File: config.mk
export PLATFORM = sky130hd
export DESIGN_NAME = beat_clock_generator_core
export DESIGN_NICKNAME = d
export VERILOG_FILES = /design/src/rtl/core/bcg_pkg.sv /design/src/rtl/core/beat_clock_generator_core.sv /design/src/rtl/core/bcg_progress.sv
export VERILOG_INCLUDE_DIRS = /design/src /design/src/rtl/core
export SDC_FILE = /design/constraint.sdc
export NUM_CORES = 1
export LEC_CHECK = 0
export BUFFER_PORTS_ARGS = -buffer_cell sky130_fd_sc_hd__buf_2
export CELL_PAD_IN_SITES_DETAIL_PLACEMENT = 1
export CELL_PAD_IN_SITES_GLOBAL_PLACEMENT = 1
export CORE_MARGIN = 8
export CORE_UTILIZATION = 50
export CTS_CLUSTER_DIAMETER = 50
export DETAILED_ROUTE_END_ITERATION = 12
export PLACE_DENSITY_LB_ADDON = 0.1
export SYNTH_ARGS = -nofsm -noshare
export SYNTH_HDL_FRONTEND = slang
export SYNTH_SLANG_ARGS = --single-unit
File: constraint.sdc
create_clock -name clk -period 8.95 [get_ports clk]
set_clock_uncertainty 0.15 [all_clocks]
set_input_delay 0 -clock clk [delete_from_list [all_inputs] [get_ports clk]]
set_output_delay 0 -clock clk [all_outputs]
set_load 0.05 [all_outputs]
File: src/rtl/core/assert_macros.svh
// assertion macros included by beat_clock_generator_core
`ifndef ASSERT_MACROS_SVH
`define ASSERT_MACROS_SVH

`ifndef NO_ASSERTIONS

`define BCG_ASSERT_NOW(lbl, ante, cons, msg) \
  lbl: assert property (@(posedge clk) disable iff (rst) (ante) |-> (cons)) else $error(msg);

`define BCG_ASSERT_NEXT(lbl, ante, cons, msg) \
  lbl: assert property (@(posedge clk) disable iff (rst) (ante) |=> (cons)) else $error(msg);

`else

`define BCG_ASSERT_NOW(lbl, ante, cons, msg)

`define BCG_ASSERT_NEXT(lbl, ante, cons, msg)

`endif

`endif

File: src/rtl/core/bcg_pkg.sv
// shared constants, types and codes of the beat clock generator
`timescale 1ns / 1ps

package bcg_pkg;

  localparam int TIME_BITS     = 20;
  localparam int PROGRESS_BITS = 16;
  localparam int MAX_BEATS     = 16;
  localparam int MAX_MEASURES  = 256;

  localparam int PERIOD_W = TIME_BITS;
  localparam int ACC_W    = TIME_BITS + 1;
  localparam int BEATS_W  = 5;
  localparam int MEAS_W   = 9;
  localparam int SIXT_W   = 7;
  localparam int EIGHTH_W = 6;
  localparam int POS_W    = 8;
  localparam int INDEX_W  = 7;

  localparam int MUL_A_W   = TIME_BITS + BEATS_W + 2;
  localparam int MUL_B_W   = MEAS_W;
  localparam int NUM_W     = MUL_A_W + MUL_B_W;
  localparam int DIV_CNT_W = $clog2(PROGRESS_BITS);
  localparam int MOD_CNT_W = $clog2(MEAS_W);

  localparam int IN_DATA_W  = 24;
  localparam int OUT_DATA_W = 32;
  localparam int CFG_IDX_W  = 2;
  localparam int CFG_DATA_W = 20;

  localparam logic [PERIOD_W-1:0] PERIOD_RESET = PERIOD_W'(125000);
  localparam logic [BEATS_W-1:0]  BEATS_RESET  = BEATS_W'(4);
  localparam logic [MEAS_W-1:0]   MEAS_RESET   = MEAS_W'(4);

  localparam logic [CFG_IDX_W-1:0] REG_PERIOD   = CFG_IDX_W'(0);
  localparam logic [CFG_IDX_W-1:0] REG_BEATS    = CFG_IDX_W'(1);
  localparam logic [CFG_IDX_W-1:0] REG_MEASURES = CFG_IDX_W'(2);

  typedef enum logic [1:0] {
    EV_SIXTEENTH = 2'd0,
    EV_EIGHTH    = 2'd1,
    EV_QUARTER   = 2'd2,
    EV_NONE      = 2'd3
  } bcg_event_t;

  typedef struct packed {
    logic [PERIOD_W-1:0] period;
    logic [BEATS_W-1:0]  beats;
    logic [MEAS_W-1:0]   measures;
    logic [SIXT_W-1:0]   sixteenth;
    logic [ACC_W-1:0]    acc;
    logic [POS_W-1:0]    measure;
  } bcg_operands_t;

  typedef struct packed {
    logic                     done;
    logic [PROGRESS_BITS-1:0] progress;
  } bcg_status_t;

endpackage

File: src/rtl/core/beat_clock_generator_core.sv
// beat clock generator top level: counters, measure wrap, event list and output stage
//
//  channel  | dir | handshake                 | payload
//  s_*      | in  | s_tvalid / s_tready       | tuser kind, tdata delta
//  m_*      | out | m_tvalid / m_tready       | tuser event kind, tdata fields, tlast
//  cfg_*    | in  | cfg_wen                   | cfg_addr register, cfg_wdata value
//
// one item at a time: the accept cycle, one counter step for an advance, a serial
// modulo on a measure wrap, the progress unit (start, 4 multiplies, compare, 16 divide
// steps), the hand-over of the fraction, then 1 to 3 results, each held until taken
// the divide steps are skipped when the fraction saturates
// rst is synchronous; registers return to 125000, 4, 4 and playback stops.
// s_tready is low from acceptance until the last result is taken.
`timescale 1ns / 1ps

module beat_clock_generator_core (
  input  logic                             clk,
  input  logic                             rst,
  input  logic                             s_tvalid,
  output logic                             s_tready,
  input  logic [bcg_pkg::IN_DATA_W-1:0]    s_tdata,   // delta[19:0], zero[23:20]
  input  logic [0:0]                       s_tuser,   // kind[0]
  output logic                             m_tvalid,
  input  logic                             m_tready,
  output logic [bcg_pkg::OUT_DATA_W-1:0]   m_tdata,   // event_index[6:0], measure_index[14:7], progress[30:15], running[31]
  output logic [1:0]                       m_tuser,   // event_kind[1:0]
  output logic                             m_tlast,
  input  logic                             cfg_wen,
  input  logic [bcg_pkg::CFG_IDX_W-1:0]    cfg_addr,
  input  logic [bcg_pkg::CFG_DATA_W-1:0]   cfg_wdata
);

  typedef enum logic [2:0] {
    S_IDLE,
    S_STEP,
    S_WRAP,
    S_CALC,
    S_EMIT
  } state_t;

  state_t state;

  logic [bcg_pkg::PERIOD_W-1:0] cfg_period;
  logic [bcg_pkg::BEATS_W-1:0]  cfg_beats;
  logic [bcg_pkg::MEAS_W-1:0]   cfg_measures;

  logic [bcg_pkg::PERIOD_W-1:0] p_eff;
  logic [bcg_pkg::BEATS_W-1:0]  b_eff;
  logic [bcg_pkg::MEAS_W-1:0]   m_eff;

  logic [bcg_pkg::ACC_W-1:0]    acc;
  logic [bcg_pkg::SIXT_W-1:0]   sc;
  logic [bcg_pkg::EIGHTH_W-1:0] ec;
  logic [4:0]                   bc;
  logic [bcg_pkg::POS_W-1:0]    mp;
  logic                         playing;

  logic [bcg_pkg::ACC_W:0]      acc_sum;
  logic [bcg_pkg::ACC_W-1:0]    acc_sat;
  logic                         hit;
  logic [bcg_pkg::SIXT_W-1:0]   sc_inc;
  logic [bcg_pkg::EIGHTH_W-1:0] ec_inc;
  logic [4:0]                   bc_inc;
  logic                         even16;
  logic                         even8;
  logic                         wrap;

  logic [bcg_pkg::MEAS_W-1:0]     mod_rem;
  logic [bcg_pkg::MEAS_W-1:0]     mod_dvd;
  logic [bcg_pkg::MOD_CNT_W-1:0]  mod_cnt;
  logic [bcg_pkg::MEAS_W:0]       mod_try;
  logic [bcg_pkg::MEAS_W-1:0]     mod_next;

  bcg_pkg::bcg_event_t         ev_kind  [3];
  logic [bcg_pkg::INDEX_W-1:0] ev_index [3];
  logic [1:0]                  ev_count;
  logic [1:0]                  out_idx;

  logic [bcg_pkg::PROGRESS_BITS-1:0] progress;
  logic                              calc_start;
  bcg_pkg::bcg_operands_t            opnd;
  bcg_pkg::bcg_status_t              prog_status;

  logic s_accept;
  logic m_accept;

  assign s_accept = s_tvalid && s_tready;
  assign m_accept = m_tvalid && m_tready;

  // effective register values
  assign p_eff = (cfg_period == '0) ? bcg_pkg::PERIOD_W'(1) : cfg_period;
  always_comb begin
    priority if (cfg_beats == '0) begin
      b_eff = bcg_pkg::BEATS_W'(1);
    end else if (cfg_beats > bcg_pkg::BEATS_W'(bcg_pkg::MAX_BEATS)) begin
      b_eff = bcg_pkg::BEATS_W'(bcg_pkg::MAX_BEATS);
    end else begin
      b_eff = cfg_beats;
    end
    priority if (cfg_measures == '0) begin
      m_eff = bcg_pkg::MEAS_W'(1);
    end else if (cfg_measures > bcg_pkg::MEAS_W'(bcg_pkg::MAX_MEASURES)) begin
      m_eff = bcg_pkg::MEAS_W'(bcg_pkg::MAX_MEASURES);
    end else begin
      m_eff = cfg_measures;
    end
  end

  assign acc_sum = {1'b0, acc} + (bcg_pkg::ACC_W + 1)'(s_tdata[bcg_pkg::TIME_BITS-1:0]);
  assign acc_sat = acc_sum[bcg_pkg::ACC_W] ? '1 : acc_sum[bcg_pkg::ACC_W-1:0];

  assign hit    = acc >= bcg_pkg::ACC_W'(p_eff);
  assign sc_inc = sc + 1'b1;
  assign ec_inc = ec + 1'b1;
  assign bc_inc = bc + 1'b1;
  assign even16 = !sc_inc[0];
  assign even8  = !ec_inc[0];
  assign wrap   = bc_inc >= b_eff;

  assign mod_try  = {mod_rem, mod_dvd[bcg_pkg::MEAS_W-1]};
  assign mod_next = (mod_try >= {1'b0, m_eff}) ? bcg_pkg::MEAS_W'(mod_try - {1'b0, m_eff})
                                               : mod_try[bcg_pkg::MEAS_W-1:0];

  assign opnd.period    = p_eff;
  assign opnd.beats     = b_eff;
  assign opnd.measures  = m_eff;
  assign opnd.sixteenth = sc;
  assign opnd.acc       = acc;
  assign opnd.measure   = mp;

  bcg_progress u_progress (
    .clk    (clk),
    .rst    (rst),
    .start  (calc_start),
    .opnd   (opnd),
    .status (prog_status)
  );

  always_ff @(posedge clk) begin
    if (rst) begin
      state        <= S_IDLE;
      cfg_period   <= bcg_pkg::PERIOD_RESET;
      cfg_beats    <= bcg_pkg::BEATS_RESET;
      cfg_measures <= bcg_pkg::MEAS_RESET;
      acc          <= '0;
      sc           <= '0;
      ec           <= '0;
      bc           <= '0;
      mp           <= '0;
      playing      <= 1'b0;
      calc_start   <= 1'b0;
      ev_count     <= 2'd1;
      out_idx      <= '0;
    end else begin
      if (cfg_wen) begin
        unique case (cfg_addr)
          bcg_pkg::REG_PERIOD:   cfg_period   <= cfg_wdata;
          bcg_pkg::REG_BEATS:    cfg_beats    <= cfg_wdata[bcg_pkg::BEATS_W-1:0];
          bcg_pkg::REG_MEASURES: cfg_measures <= cfg_wdata[bcg_pkg::MEAS_W-1:0];
          default: ;
        endcase
      end

      calc_start <= 1'b0;

      unique case (state)
        S_IDLE: begin
          if (s_accept) begin
            if (s_tuser[0]) begin
              acc         <= '0;
              sc          <= '0;
              ec          <= '0;
              bc          <= '0;
              mp          <= '0;
              playing     <= 1'b1;
              ev_kind[0]  <= bcg_pkg::EV_SIXTEENTH;
              ev_index[0] <= '0;
              ev_kind[1]  <= bcg_pkg::EV_EIGHTH;
              ev_index[1] <= '0;
              ev_kind[2]  <= bcg_pkg::EV_QUARTER;
              ev_index[2] <= '0;
              ev_count    <= 2'd3;
              calc_start  <= 1'b1;
              state       <= S_CALC;
            end else if (playing) begin
              acc   <= acc_sat;
              state <= S_STEP;
            end else begin
              ev_kind[0]  <= bcg_pkg::EV_NONE;
              ev_index[0] <= '0;
              ev_count    <= 2'd1;
              calc_start  <= 1'b1;
              state       <= S_CALC;
            end
          end
        end

        S_STEP: begin
          if (!hit) begin
            ev_kind[0]  <= bcg_pkg::EV_NONE;
            ev_index[0] <= '0;
            ev_count    <= 2'd1;
            calc_start  <= 1'b1;
            state       <= S_CALC;
          end else begin
            acc <= acc - bcg_pkg::ACC_W'(p_eff);
            sc  <= sc_inc;
            calc_start <= 1'b1;
            state      <= S_CALC;
            if (!even16) begin
              ev_kind[0]  <= bcg_pkg::EV_SIXTEENTH;
              ev_index[0] <= sc_inc;
              ev_count    <= 2'd1;
            end else if (!even8) begin
              ec          <= ec_inc;
              ev_kind[0]  <= bcg_pkg::EV_EIGHTH;
              ev_index[0] <= bcg_pkg::INDEX_W'(ec_inc);
              ev_kind[1]  <= bcg_pkg::EV_SIXTEENTH;
              ev_index[1] <= sc_inc;
              ev_count    <= 2'd2;
            end else begin
              ec          <= ec_inc;
              bc          <= bc_inc;
              ev_kind[0]  <= bcg_pkg::EV_EIGHTH;
              ev_index[0] <= bcg_pkg::INDEX_W'(ec_inc);
              ev_kind[1]  <= bcg_pkg::EV_QUARTER;
              ev_kind[2]  <= bcg_pkg::EV_SIXTEENTH;
              ev_count    <= 2'd3;
              if (wrap) begin
                sc          <= '0;
                ec          <= '0;
                bc          <= '0;
                ev_index[1] <= '0;
                ev_index[2] <= '0;
                mod_rem     <= '0;
                mod_dvd     <= {1'b0, mp} + 1'b1;
                mod_cnt     <= '0;
                calc_start  <= 1'b0;
                state       <= S_WRAP;
              end else begin
                ev_index[1] <= bcg_pkg::INDEX_W'(bc_inc);
                ev_index[2] <= sc_inc;
              end
            end
          end
        end

        // (measure + 1) mod measure count, one dividend bit a cycle
        S_WRAP: begin
          mod_rem <= mod_next;
          mod_dvd <= {mod_dvd[bcg_pkg::MEAS_W-2:0], 1'b0};
          mod_cnt <= mod_cnt + 1'b1;
          if (mod_cnt == bcg_pkg::MOD_CNT_W'(bcg_pkg::MEAS_W - 1)) begin
            mp         <= mod_next[bcg_pkg::POS_W-1:0];
            calc_start <= 1'b1;
            state      <= S_CALC;
          end
        end

        S_CALC: begin
          if (prog_status.done) begin
            progress <= prog_status.progress;
            out_idx  <= '0;
            state    <= S_EMIT;
          end
        end

        S_EMIT: begin
          if (m_tready) begin
            if (m_tlast) begin
              state <= S_IDLE;
            end else begin
              out_idx <= out_idx + 1'b1;
            end
          end
        end

        default: state <= S_IDLE;
      endcase
    end
  end

  assign s_tready = (state == S_IDLE);
  assign m_tvalid = (state == S_EMIT);
  assign m_tuser  = ev_kind[out_idx];
  assign m_tlast  = (out_idx == ev_count - 2'd1);
  assign m_tdata  = {playing, progress, mp, ev_index[out_idx]};

`include "assert_macros.svh"

  `BCG_ASSERT_NOW(a_no_overlap, m_tvalid, !s_tready, "input taken while results pending")
  `BCG_ASSERT_NEXT(a_no_early_result, s_accept, !m_tvalid, "result right after acceptance")
  `BCG_ASSERT_NEXT(a_last_frees_input, m_accept && m_tlast, s_tready, "input not freed after last")
  `BCG_ASSERT_NOW(a_none_is_single, m_tvalid && (m_tuser == bcg_pkg::EV_NONE), m_tlast,
                  "progress-only result not last")

endmodule

File: src/rtl/core/bcg_progress.sv
// loop progress unit: shared multiplier builds the fraction, then it saturates or a serial restoring divide runs
`timescale 1ns / 1ps

module bcg_progress (
  input  logic                  clk,
  input  logic                  rst,
  input  logic                  start,
  input  bcg_pkg::bcg_operands_t opnd,
  output bcg_pkg::bcg_status_t  status
);

  typedef enum logic [2:0] {
    P_IDLE,
    P_MUL_SC,
    P_MUL_PB,
    P_MUL_MP,
    P_MUL_DEN,
    P_CMP,
    P_DIV
  } pstate_t;

  pstate_t state;

  logic [bcg_pkg::MUL_A_W-1:0]       mul_a;
  logic [bcg_pkg::MUL_B_W-1:0]       mul_b;
  logic [bcg_pkg::NUM_W-1:0]         prod;
  logic [bcg_pkg::NUM_W-1:0]         num;
  logic [bcg_pkg::NUM_W-1:0]         den;
  logic [bcg_pkg::NUM_W-1:0]         rem;
  logic [bcg_pkg::NUM_W:0]           rem_shift;
  logic [bcg_pkg::MUL_A_W-1:0]       pb4;
  logic [bcg_pkg::PROGRESS_BITS-1:0] quo;
  logic [bcg_pkg::DIV_CNT_W-1:0]     cnt;
  logic                              done;

  always_comb begin
    mul_a = '0;
    mul_b = '0;
    unique case (state)
      P_MUL_SC: begin
        mul_a = bcg_pkg::MUL_A_W'(opnd.period);
        mul_b = bcg_pkg::MUL_B_W'(opnd.sixteenth);
      end
      P_MUL_PB: begin
        mul_a = bcg_pkg::MUL_A_W'(opnd.period);
        mul_b = bcg_pkg::MUL_B_W'(opnd.beats);
      end
      P_MUL_MP: begin
        mul_a = pb4;
        mul_b = bcg_pkg::MUL_B_W'(opnd.measure);
      end
      P_MUL_DEN: begin
        mul_a = pb4;
        mul_b = opnd.measures;
      end
      default: begin
        mul_a = '0;
        mul_b = '0;
      end
    endcase
  end

  assign prod      = bcg_pkg::NUM_W'(mul_a) * bcg_pkg::NUM_W'(mul_b);
  assign rem_shift = {rem, 1'b0};

  always_ff @(posedge clk) begin
    if (rst) begin
      state <= P_IDLE;
      done  <= 1'b0;
    end else begin
      done <= 1'b0;
      unique case (state)
        P_IDLE: begin
          if (start) begin
            num   <= bcg_pkg::NUM_W'(opnd.acc);
            state <= P_MUL_SC;
          end
        end
        P_MUL_SC: begin
          num   <= num + prod;
          state <= P_MUL_PB;
        end
        P_MUL_PB: begin
          pb4   <= {prod[bcg_pkg::MUL_A_W-3:0], 2'b00};
          state <= P_MUL_MP;
        end
        P_MUL_MP: begin
          num   <= num + prod;
          state <= P_MUL_DEN;
        end
        P_MUL_DEN: begin
          den   <= prod;
          state <= P_CMP;
        end
        P_CMP: begin
          if (num >= den) begin
            quo   <= '1;
            done  <= 1'b1;
            state <= P_IDLE;
          end else begin
            rem   <= num;
            cnt   <= '0;
            state <= P_DIV;
          end
        end
        P_DIV: begin
          if (rem_shift >= {1'b0, den}) begin
            rem <= bcg_pkg::NUM_W'(rem_shift - {1'b0, den});
            quo <= {quo[bcg_pkg::PROGRESS_BITS-2:0], 1'b1};
          end else begin
            rem <= rem_shift[bcg_pkg::NUM_W-1:0];
            quo <= {quo[bcg_pkg::PROGRESS_BITS-2:0], 1'b0};
          end
          cnt <= cnt + 1'b1;
          if (cnt == bcg_pkg::DIV_CNT_W'(bcg_pkg::PROGRESS_BITS - 1)) begin
            done  <= 1'b1;
            state <= P_IDLE;
          end
        end
        default: state <= P_IDLE;
      endcase
    end
  end

  assign status.done     = done;
  assign status.progress = quo;

endmodule
### After elaboration in Yosys (flattened, before gate mapping)

Memory sizes are Yosys's and may differ from the RTL's. A register that Yosys moved wholly into a read port is not among the register bits.
Index checks and enable logic that the tools add are counted.
Widths: inputs -> output; s select.

| storage, ports and cells | value |
|---|---|
| bits of input ports | 52 |
| register bits after elaboration | 285 |
| RAM bits | 27 |
| logic and storage cells | 304 |
| memories | 2 |

Memory list:

| memory | words | bits a word | read ports | clocked after Yosys merged registers in | write ports | RTL line | text |
|---|---|---|---|---|---|---|---|
| ev_index | 3 | 7 | 1 | 1 | 3 | beat_clock_generator_core.sv:75 | `logic [bcg_pkg::INDEX_W-1:0] ev_index [3];` |
| ev_kind | 3 | 2 | 1 | 1 | 3 | beat_clock_generator_core.sv:74 | `bcg_pkg::bcg_event_t ev_kind [3];` |

| operators by class | value |
|---|---|
| mux-type cells | 169 |
| reductions and logical operators | 36 |
| multipliers | 1 |
| add/sub/neg operators | 13 |
| equality and inequality tests | 32 |
| bitwise gates (word level) | 19 |
| $lt $le $gt $ge | 7 |

Operators with widths:

| kind | count |
|---|---|
| $pmux 36 s2 | 2 |
| $mux 7 | 16 |
| $mux 36 | 3 |
| $mux 21 | 5 |
| $mux 9 | 11 |
| $mux 1 | 60 |
| $pmux 27 s2 | 1 |
| $mux 2 | 22 |
| $pmux 21 s2 | 1 |
| $mux 5 | 8 |
| $ge 37x36->1 | 1 |
| $add 36x36->36 | 1 |
| $ge 36x36->1 | 1 |
| $mul 27x9->36 | 1 |
| $mux 6 | 6 |
| $pmux 9 s2 | 2 |
| $pmux 9 s4 | 1 |
| $sub 36x36->36 | 1 |
| $pmux 16 s2 | 1 |
| $mux 3 | 8 |
| $mux 8 | 3 |
| $add 21x20->22 | 1 |
| $ge 21x20->1 | 1 |
| $pmux 3 s7 | 1 |
| 51 further kinds | 119 |

### Logic depth before layout (Yosys ltp)

Gate-level depths: netlist of run 1.

| logic depth | value |
|---|---|
| depth in word-level cells | 13 |
| gate-level depth with buffers | 40 |

### By module

A second synthesis of run 1 with hierarchy kept.

| second synthesis, totals | value |
|---|---|
| cell total of the unflattened synthesis | 3089 |
| area total of the unflattened synthesis | 27964.3 um^2 |

Modules (own cells, without submodules):

| module | cells each | instances | area each (um^2) |
|---|---|---|---|
| bcg_progress | 1982 | 1 | 18276.3 |
| beat_clock_generator_core | 1107 | 1 | 9688.0 |

### Worst setup path after synthesis of run 1

Ideal clock, no wire load.

| timing path | value |
|---|---|
| path type | register to register |
| start point | register u_progress.state[2] |
| end point | register u_progress.num[35] in the netlist's numbering, data pin |
| data required time | 8.534 ns |
| cell stages (with the launch flop) | 38 |
| path slack | 0.854 ns |
| data arrival time | 7.680 ns |
| library setup time | 0.266 ns |
| clock period less this slack | 8.096 ns |
| path buffers | 5 |
| cells stage by stage | dfxtp_1 clkbuf_1 nand2b_1 clkbuf_1 o21ai_1 clkbuf_1 buf_1 a22o_1 nand2_1 fa_1 inv_1 fa_1 fa_1 inv_1 fa_1 inv_1 ha_1 a21o_1 [... 2 more ...] o32ai_1 a31o_2 or2_2 a21oi_1 xnor2_1 ha_1 clkbuf_1 a21o_1 a21o_1 a21oi_1 o21ai_0 o311ai_0 nand3_1 o31ai_1 a31oi_1 xor2_1 xnor2_1 nor2_1 |

| between the ends | value |
|---|---|
| longest elaborated chain between the ends | 6 |
| elaborated cells on any way between the ends | 13 |
| those cells by class | add/sub: 1; mul: 1; eq/ne: 4; mux: 3; reduce/logical: 4 |

RTL lines:

| item | RTL line | text |
|---|---|---|
| from (decl) | bcg_progress.sv:22 | `pstate_t state;` |
| from (signal assigned) | bcg_progress.sv:68 | `state <= P_IDLE;` |
| from (signal assigned) | bcg_progress.sv:76 | `state <= P_MUL_SC;` |
| from (signal assigned) | bcg_progress.sv:81 | `state <= P_MUL_PB;` |
| $eq 3x2->1, or another cell as far along | bcg_progress.sv:39 | `unique case (state)` |
| $reduce_or 2->1 (no line) | n/a |  |
| $pmux 27 s2 | bcg_progress.sv:39 |  |
| $mul 27x9->36 * | bcg_progress.sv:63 | `assign prod = bcg_pkg::NUM_W'(mul_a) * bcg_pkg::NUM_W'(mul_b);` |
| net u_progress.prod (one bit) | bcg_progress.sv:26 | `logic [bcg_pkg::NUM_W-1:0] prod;` |
| $add 36x36->36 * | bcg_progress.sv:80, bcg_progress.sv:88 |  |
| $pmux 36 s2 * | bcg_progress.sv:72 | `unique case (state)` |
| to (signal assigned) | bcg_progress.sv:75 | `num <= bcg_pkg::NUM_W'(opnd.acc);` |
| to (signal assigned) | bcg_progress.sv:80 | `num <= num + prod;` |
| to (signal assigned) | bcg_progress.sv:88 | `num <= num + prod;` |
| to (decl) | bcg_progress.sv:27 | `logic [bcg_pkg::NUM_W-1:0] num;` |

The timed path passes the listed nets; every way through them passes the cells marked *.
A chain may end at the register's enable or synchronous reset.

### Final worst setup path of run 1

| timing path | value |
|---|---|
| start point | register u_progress.state[0] |
| end point | register u_progress.num[35] in the netlist's numbering, data pin |

The elaborated chain is that of the path after synthesis.

==> results of run 1 <==
-- stage by stage --
| stage | util (%) | power, mW |
|---|---|---|
| after global placement | 53.12 | 3.077 |
| after detailed placement | 53.12 | 3.148 |
| after global routing | 58.11 | 5.292 |
| after CTS | 57.55 | 5.018 |
| final | 58.11 | 5.081 |
| after floorplan | - | 2.713 |
-- Yosys cell counts, types with 12 or more instances --
library cell / instances
a211o_1: 12
a211oi_1: 20
a21o_1: 85
a21oi_1: 179
a22o_1: 19
a22oi_1: 27
a31oi_1: 46
and2_1: 16
and3_1: 24
clkbuf_1: 92
dfxtp_1: 98
edfxtp_1: 215
fa_1: 181
ha_1: 224
inv_1: 318
mux2i_1: 37
nand2_1: 319
nand2b_1: 45
nand3_1: 114
nand4_1: 19
nor2_1: 347
nor2b_1: 34
nor3_1: 30
o21a_1: 24
o21ai_0: 133
or3_1: 19
xnor2_1: 92
xor2_1: 50
-- worst register-to-register path, delay by kind of cell (launching register included) --
family | cells | cell delay (ns)
XOR/XNOR | 3 | 0.52
AND/OR/NAND/NOR | 8 | 1.63
buffers and inverters | 4 | 0.49
AO/OA/AOI/OAI | 12 | 2.40
adder cells (fa/ha/maj) | 6 | 2.75
flip-flops | 1 | 0.40
-- per-layer routing --
layer | wire length [um] | GRT usage [%]
met1 | 39170 | 36.46
met3 | 4012 | 3.346
met2 | 42420 | 46.86
met5 | 0 | 0
met4 | 3507 | 10.68
-- sequential cells by signal (all words and copies together) (netlist names), 16 cells and up, named ones only --
signal	cells
u_progress.den	36
u_progress.num	36
cfg_period	20
u_progress.quo	16
ev_index	21
u_progress.pb4	25
u_progress.rem	36
progress	16
acc	21
-- what timing repair did --
item,in CTS,in global routing
hold endpoints to repair,90,0
endpoints found under the setup margin,1,13
hold buffers,82,0
gates resized for setup,1,43
pin swaps,0,6
setup buffers,0,14
-- power by group --
group | switching, mW | leakage, nW | internal (mW) | total [mW]
clock | 0.773 | 0.744 | 1.06 | 1.83
combinational | 0.914 | 10.1 | 0.536 | 1.45
sequential | 0.125 | 2.71 | 1.68 | 1.80
-- cell usage in the layout (no fill, tap or decap), types with 20 or more instances in the layout --
master	netlist	layout
mux2i_1	37	37
a21oi_1	179	176
nand3_1	114	114
a31oi_1	46	46
fa_1	181	181
buf_2	4	83
inv_1	318	317
ha_1	224	223
nand2_1	319	319
a21o_1	85	85
xor2_1	50	49
nor3_1	30	26
nor2_1	347	345
xnor2_1	92	88
nand2b_1	45	43
o21ai_0	133	131
dlygate4sd3_1	0	82
clkbuf_16	0	47
buf_4	7	61
nor2b_1	34	34
dfxtp_1	98	96
o21a_1	24	22
edfxtp_1	215	215
and3_1	24	24
a211oi_1	20	20
-- final cells by class --
type | instances | share of cell area [%]
Antenna cell | 1 | 0.007987
Clock buffer | 59 | 4.025
Clock inverter | 26 | 0.9464
Inverter | 320 | 3.854
Multi-Input combinational cell | 2300 | 55.77
Sequential cell | 313 | 26.89
Tap cell | 696 | 2.779
Timing Repair Buffer | 232 | 5.730
-- final timing paths --
kind                       startpoint            endpoint  slack, ns  depth (start not counted)
hold / removal             s_tdata[5]              acc[6]       0.02                          6
setup / recovery  u_progress.state[0]  u_progress.num[35]       0.29                         33
hold reg to reg    u_progress.quo[15]        progress[15]       0.27                          0
setup reg to reg  u_progress.state[0]  u_progress.num[35]       0.29                         33
-- cells by family after synthesis --
logic type | count (synthesis) | synth area share, %
AO/OA/AOI/OAI | 690 | 16.81
XOR/XNOR | 142 | 4.545
AND/OR/NAND/NOR | 1019 | 16.75
other | 2 | 0.02744
buffers and inverters | 435 | 6.186
flip-flops | 313 | 30.76
adder cells (fa/ha/maj) | 405 | 23.48
multiplexers | 39 | 1.436
==> results by group, run 1 <==
Place
  – Placed instance count: approximately 3,800
  – Global placement routability congestion: 0.8705
  – Placed Area: 28,640 um2
  – IO Port Bufs: 84
  – Place WS: 0.1557 ns
  – Post-DP HPWL: between 60,000 and 70,000 um

Outcome
  – Outcome: complete, no violations

Finish
  – Layout area overhead: 14.50%
  – Final cell count without fillers: ~4,000
  – Final net count: 3,670
  – Multi-input logic area: 17,470 um2
  – Layout cell share with drive strength beyond 1: 9.815%
  – Storage element area: 8426 um2
  – Fillers: 6,173
  – Final Instance Area: 31,330 um2

Timing
  – Setup_tns: 0 ns
  – Part of the cycle the worst path needs: 96.79%
  – Slew at the pin with the worst max-slew slack: around 1.1 ns
  – Max transition margin: 25.41%
  – Final setup viols: 0
  – Final hold slack: about 0.024 ns
  – Maximum clock rate: 115.4 MHz
  – Final Max Slew Viols: 0
  – Clock period minus worst slack: 8.662 ns
  – Final worst slack: 0.2876 ns
  – Final hold vios: 0

Synthesis
  – Commonest register cell after synthesis: edfxtp_1
  – Flops & latches, synth: between 300 and 400
  – Register area share after synthesis: 30.76%
  – Post-synth top area share: 23.59%
  – Synthesis Warnings: 0
  – Avg Inst Size Synth: 8.987 um2
  – Synth Cell Area: 27,360 um2
  – Gate Count Post-Synth: 3,045
  – Yosys cell types: 93
  – Post-synth ARST share: 0%
  – Synth area leader: edfxtp_1
  – Dominant cells by area after synthesis: edfxtp_1 24%, fa_1 13%, ha_1 10%, dfxtp_1 7.2%, nor2_1 4.8%
  – Number of synthesized flops with an enable pin: 215

Worst setup path
  – Worst setup SP type: flop
  – Crit-path max cell delay: 0.56 ns
  – Worst Setup End Kind: flop
  – Worst EP arrival: 8.80 ns
  – Critical Path Fanout Max: 27
  – Crit path buf inv count: 4
  – WP data required: around 9.1 ns
  – Crit-path slowest cell: fa_1
  – CP delay by family, top: adder cells
  – Crit Path Category: flop to flop
  – Crit-path most repeated cell: fa_1

CTS
  – Clock root cell: clkbuf_16
  – CTS clk-pin slew, worst paths: 0.06 ns
  – H-tree levels: 2
  – CTS max path bufs: 3
  – Worst-Skew Late Latency: 0.64 ns
  – Total CTS buffers: 46
  – Clk sinks: 313
  – CTS tree: done

Floorplan
  – Die Wd: roughly 250 um
  – Die area: 62,470 um2
  – Die Height: approximately 250 um
  – IO Count: 89
  – Initial Utilization: 50.75%
  – Placement Rows: 85
  – Core Area: 53,920 um2

Pwr
  – Pleak: roughly 14 nW
  – Peak supply drop: 186.3 uV
  – PwrDens: 162.2 nW/um2

Drt
  – DRT iter0 DRCs: 1,706
  – Final WL: 89,110 um
  – DRC: 0
  – Final antenna-violating net count: 0
  – DR vias/cell: 6.061
  – Pre-antenna DRT Iters: 7
  – Vias: around 24,000
  – Wire per inst: 22.58 um

Global route
  – Initial antenna violation count: 2
  – First-pass GRT wire length: between 100,000 and 150,000 um
  – GRT Util Overall: 27.84%
  – Vias in the first global route: 25,607
  – Overflow after GRT: 0
  – Largest net degree at the start of global routing: 83

Min path
  – Min-delay worst type: input pin to flop

Job
  – Max-cap violations: 0
Note: power is estimated with default switching activity, not from simulation.
==> inputs of run 2 (changes only) <==
--- a/config.mk
+++ b/config.mk
@@ -14,6 +14,7 @@
 export CTS_CLUSTER_DIAMETER = 50
 export DETAILED_ROUTE_END_ITERATION = 12
 export PLACE_DENSITY_LB_ADDON = 0.1
+export REMOVE_ABC_BUFFERS = 1
 export SYNTH_ARGS = -nofsm -noshare
 export SYNTH_HDL_FRONTEND = slang
 export SYNTH_SLANG_ARGS = --single-unit
==> results by group, run 2 (synthesized netlist as in run 1, its figures left out) <==
Outcome
  – Outcome: complete, no violations

Floorplan
  – Placement Rows: 85
  – IO Count: 89
  – Die Wd: 249.9 um
  – Core Area: 53,920 um2
  – Die area: 62,470 um2
  – Initial Utilization: 50.75%
  – Die Height: 249.9 um

Worst setup path
  – Worst setup SP type: flop
  – WP data required: ~9 ns
  – Worst Setup End Kind: flop
  – Crit-path most repeated cell: fa_1
  – Critical Path Fanout Max: 27
  – Worst EP arrival: 8.80 ns
  – Crit-path slowest cell: fa_1
  – Crit-path max cell delay: 0.60 ns
  – Crit Path Category: flop to flop

Place
  – Place WS: 0.1615 ns
  – IO Port Bufs: 84
  – Global placement routability congestion: just under 0.9
  – Post-DP HPWL: between 60,000 and 70,000 um

Global route
  – First-pass GRT wire length: 140,600 um
  – Initial antenna violation count: 3
  – Overflow after GRT: 0
  – Largest net degree at the start of global routing: 83
  – Vias in the first global route: between 20,000 and 30,000
  – GRT Util Overall: between 20 and 30%

Finish
  – Layout cell share with drive strength beyond 1: 9.612%
  – Final net count: ~3,700
  – Layout area overhead: 14.36%
  – Commonest non-fill, non-tap cell in the layout: nor2_1
  – Top flop regs: u_progress.den (36), u_progress.num (36), u_progress.rem (36)
  – Most frequent cells in the layout: 345 x nor2_1, 318 x nand2_1, 317 x inv_1

CTS
  – CTS max path bufs: 3
  – Clk sinks: ~310
  – Worst-Skew Late Latency: 0.62 ns
  – H-tree levels: 2
  – Total CTS buffers: 47
  – CTS tree: done
  – Clock root cell: clkbuf_16
  – CTS clk-pin slew, worst paths: around 0.060 ns

Timing
  – Final hold slack: 0.02815 ns
  – Clock period minus worst slack: 8.620 ns
  – Final Max Slew Viols: 0
  – Slew at the pin with the worst max-slew slack: between 1 and 1.5 ns
  – Setup_tns: 0 ns
  – Maximum clock rate: 116.0 MHz
  – Part of the cycle the worst path needs: between 90% and 100%
  – Max transition margin: 22.82%
  – Final hold vios: 0
  – Final worst slack: 0.3300 ns
  – Final setup viols: 0

Pwr
  – Peak supply drop: 137.6 uV
  – PwrDens: approximately 170 nW/um2
  – Pleak: 13.56 nW

Drt
  – Wire per inst: 22.53 um
  – Vias: 23,701
  – Pre-antenna DRT Iters: 9
  – DRC: 0
  – DRT iter0 DRCs: 1,765
  – Final WL: between 80,000 and 90,000 um
  – DR vias/cell: 6.011
  – Final antenna-violating net count: 0

Job
  – Max-cap violations: 0

Min path
  – Min-delay worst type: input pin to flop
==> run 2: cell types whose count changed in the layout (fill, tap and decap cells not counted), moves of 3 or more <==
cell / change
buf_4: -3
xnor2_2: -3
bufinv_16: +5
a22oi_1: -4
inv_6: +3
inv_8: -3
a22oi_2: +4
clkbuf_8: -3
xnor2_1: +3
==> run 2: cell type report <==
cell class / instances / area [um2]
antenna: 1 / 2.502
inverter: 320 / 1207
multi-input combinational: 2301 / 17420
clock buffer: 57 / 1224
clock inverter: 30 / 431.7
sequential: 313 / 8421
tap: 696 / 870.8
timing repair buffer: 225 / 1713
fill: 6160 / 22630
==> run 2: power by group <==
group          switching (mW)  internal [mW]
Clock                   0.783           1.18
Combinational           0.901          0.509
Sequential              0.126           1.67
==> run 2: path summary, 6_finish.rpt <==
kind / startpoint / endpoint / slack, ns / cells past startpoint
setup reg to reg: u_progress.state[1] / u_progress.num[31] / 0.33 / 32
setup / recovery: u_progress.state[1] / u_progress.num[31] / 0.33 / 32
hold / removal: s_tdata[2] / acc[3] / 0.03 / 7
hold reg to reg: u_progress.quo[15] / progress[15] / 0.27 / 0
==> run 2: metal layers <==
metal  vias up  global-route usage, %  wire length [um]
met2       607                  47.95             42770
met3       183                  3.554              4351
met5         -                      0                17
met4         2                  10.41              3209
li1      10908                      -                 -
met1     12001                  35.67             38470
==> run 2: through the flow <==
stage               total power [mW]  util (%)  cells  instance area [um2]
floorplan                      2.682         -   2933                26890
global placement               3.056     53.11   3766                28640
detailed placement             3.127     53.11   3766                28640
CTS                            5.126     57.67   3933                31090
global route                   5.380     58.04   3943                31290
finish                         5.172     58.04   3943                31290
==> run 2: critical path: cells and delay by family, from the launching register on <==
family	cells	cell delay [ns]
flip-flops	1	0.48
XOR/XNOR	2	0.41
AND/OR/NAND/NOR	7	1.31
adder cells (fa/ha/maj)	6	2.88
AO/OA/AOI/OAI	12	2.33
buffers and inverters	5	0.73
==> run 2: repair_timing <==
action / CTS / global route
hold endpoints to repair: 83 / 0
endpoints found under the setup margin: 0 / 12
gates resized for setup: 0 / 32
buffers inserted: 0 / 8
hold buffers: 80 / 0
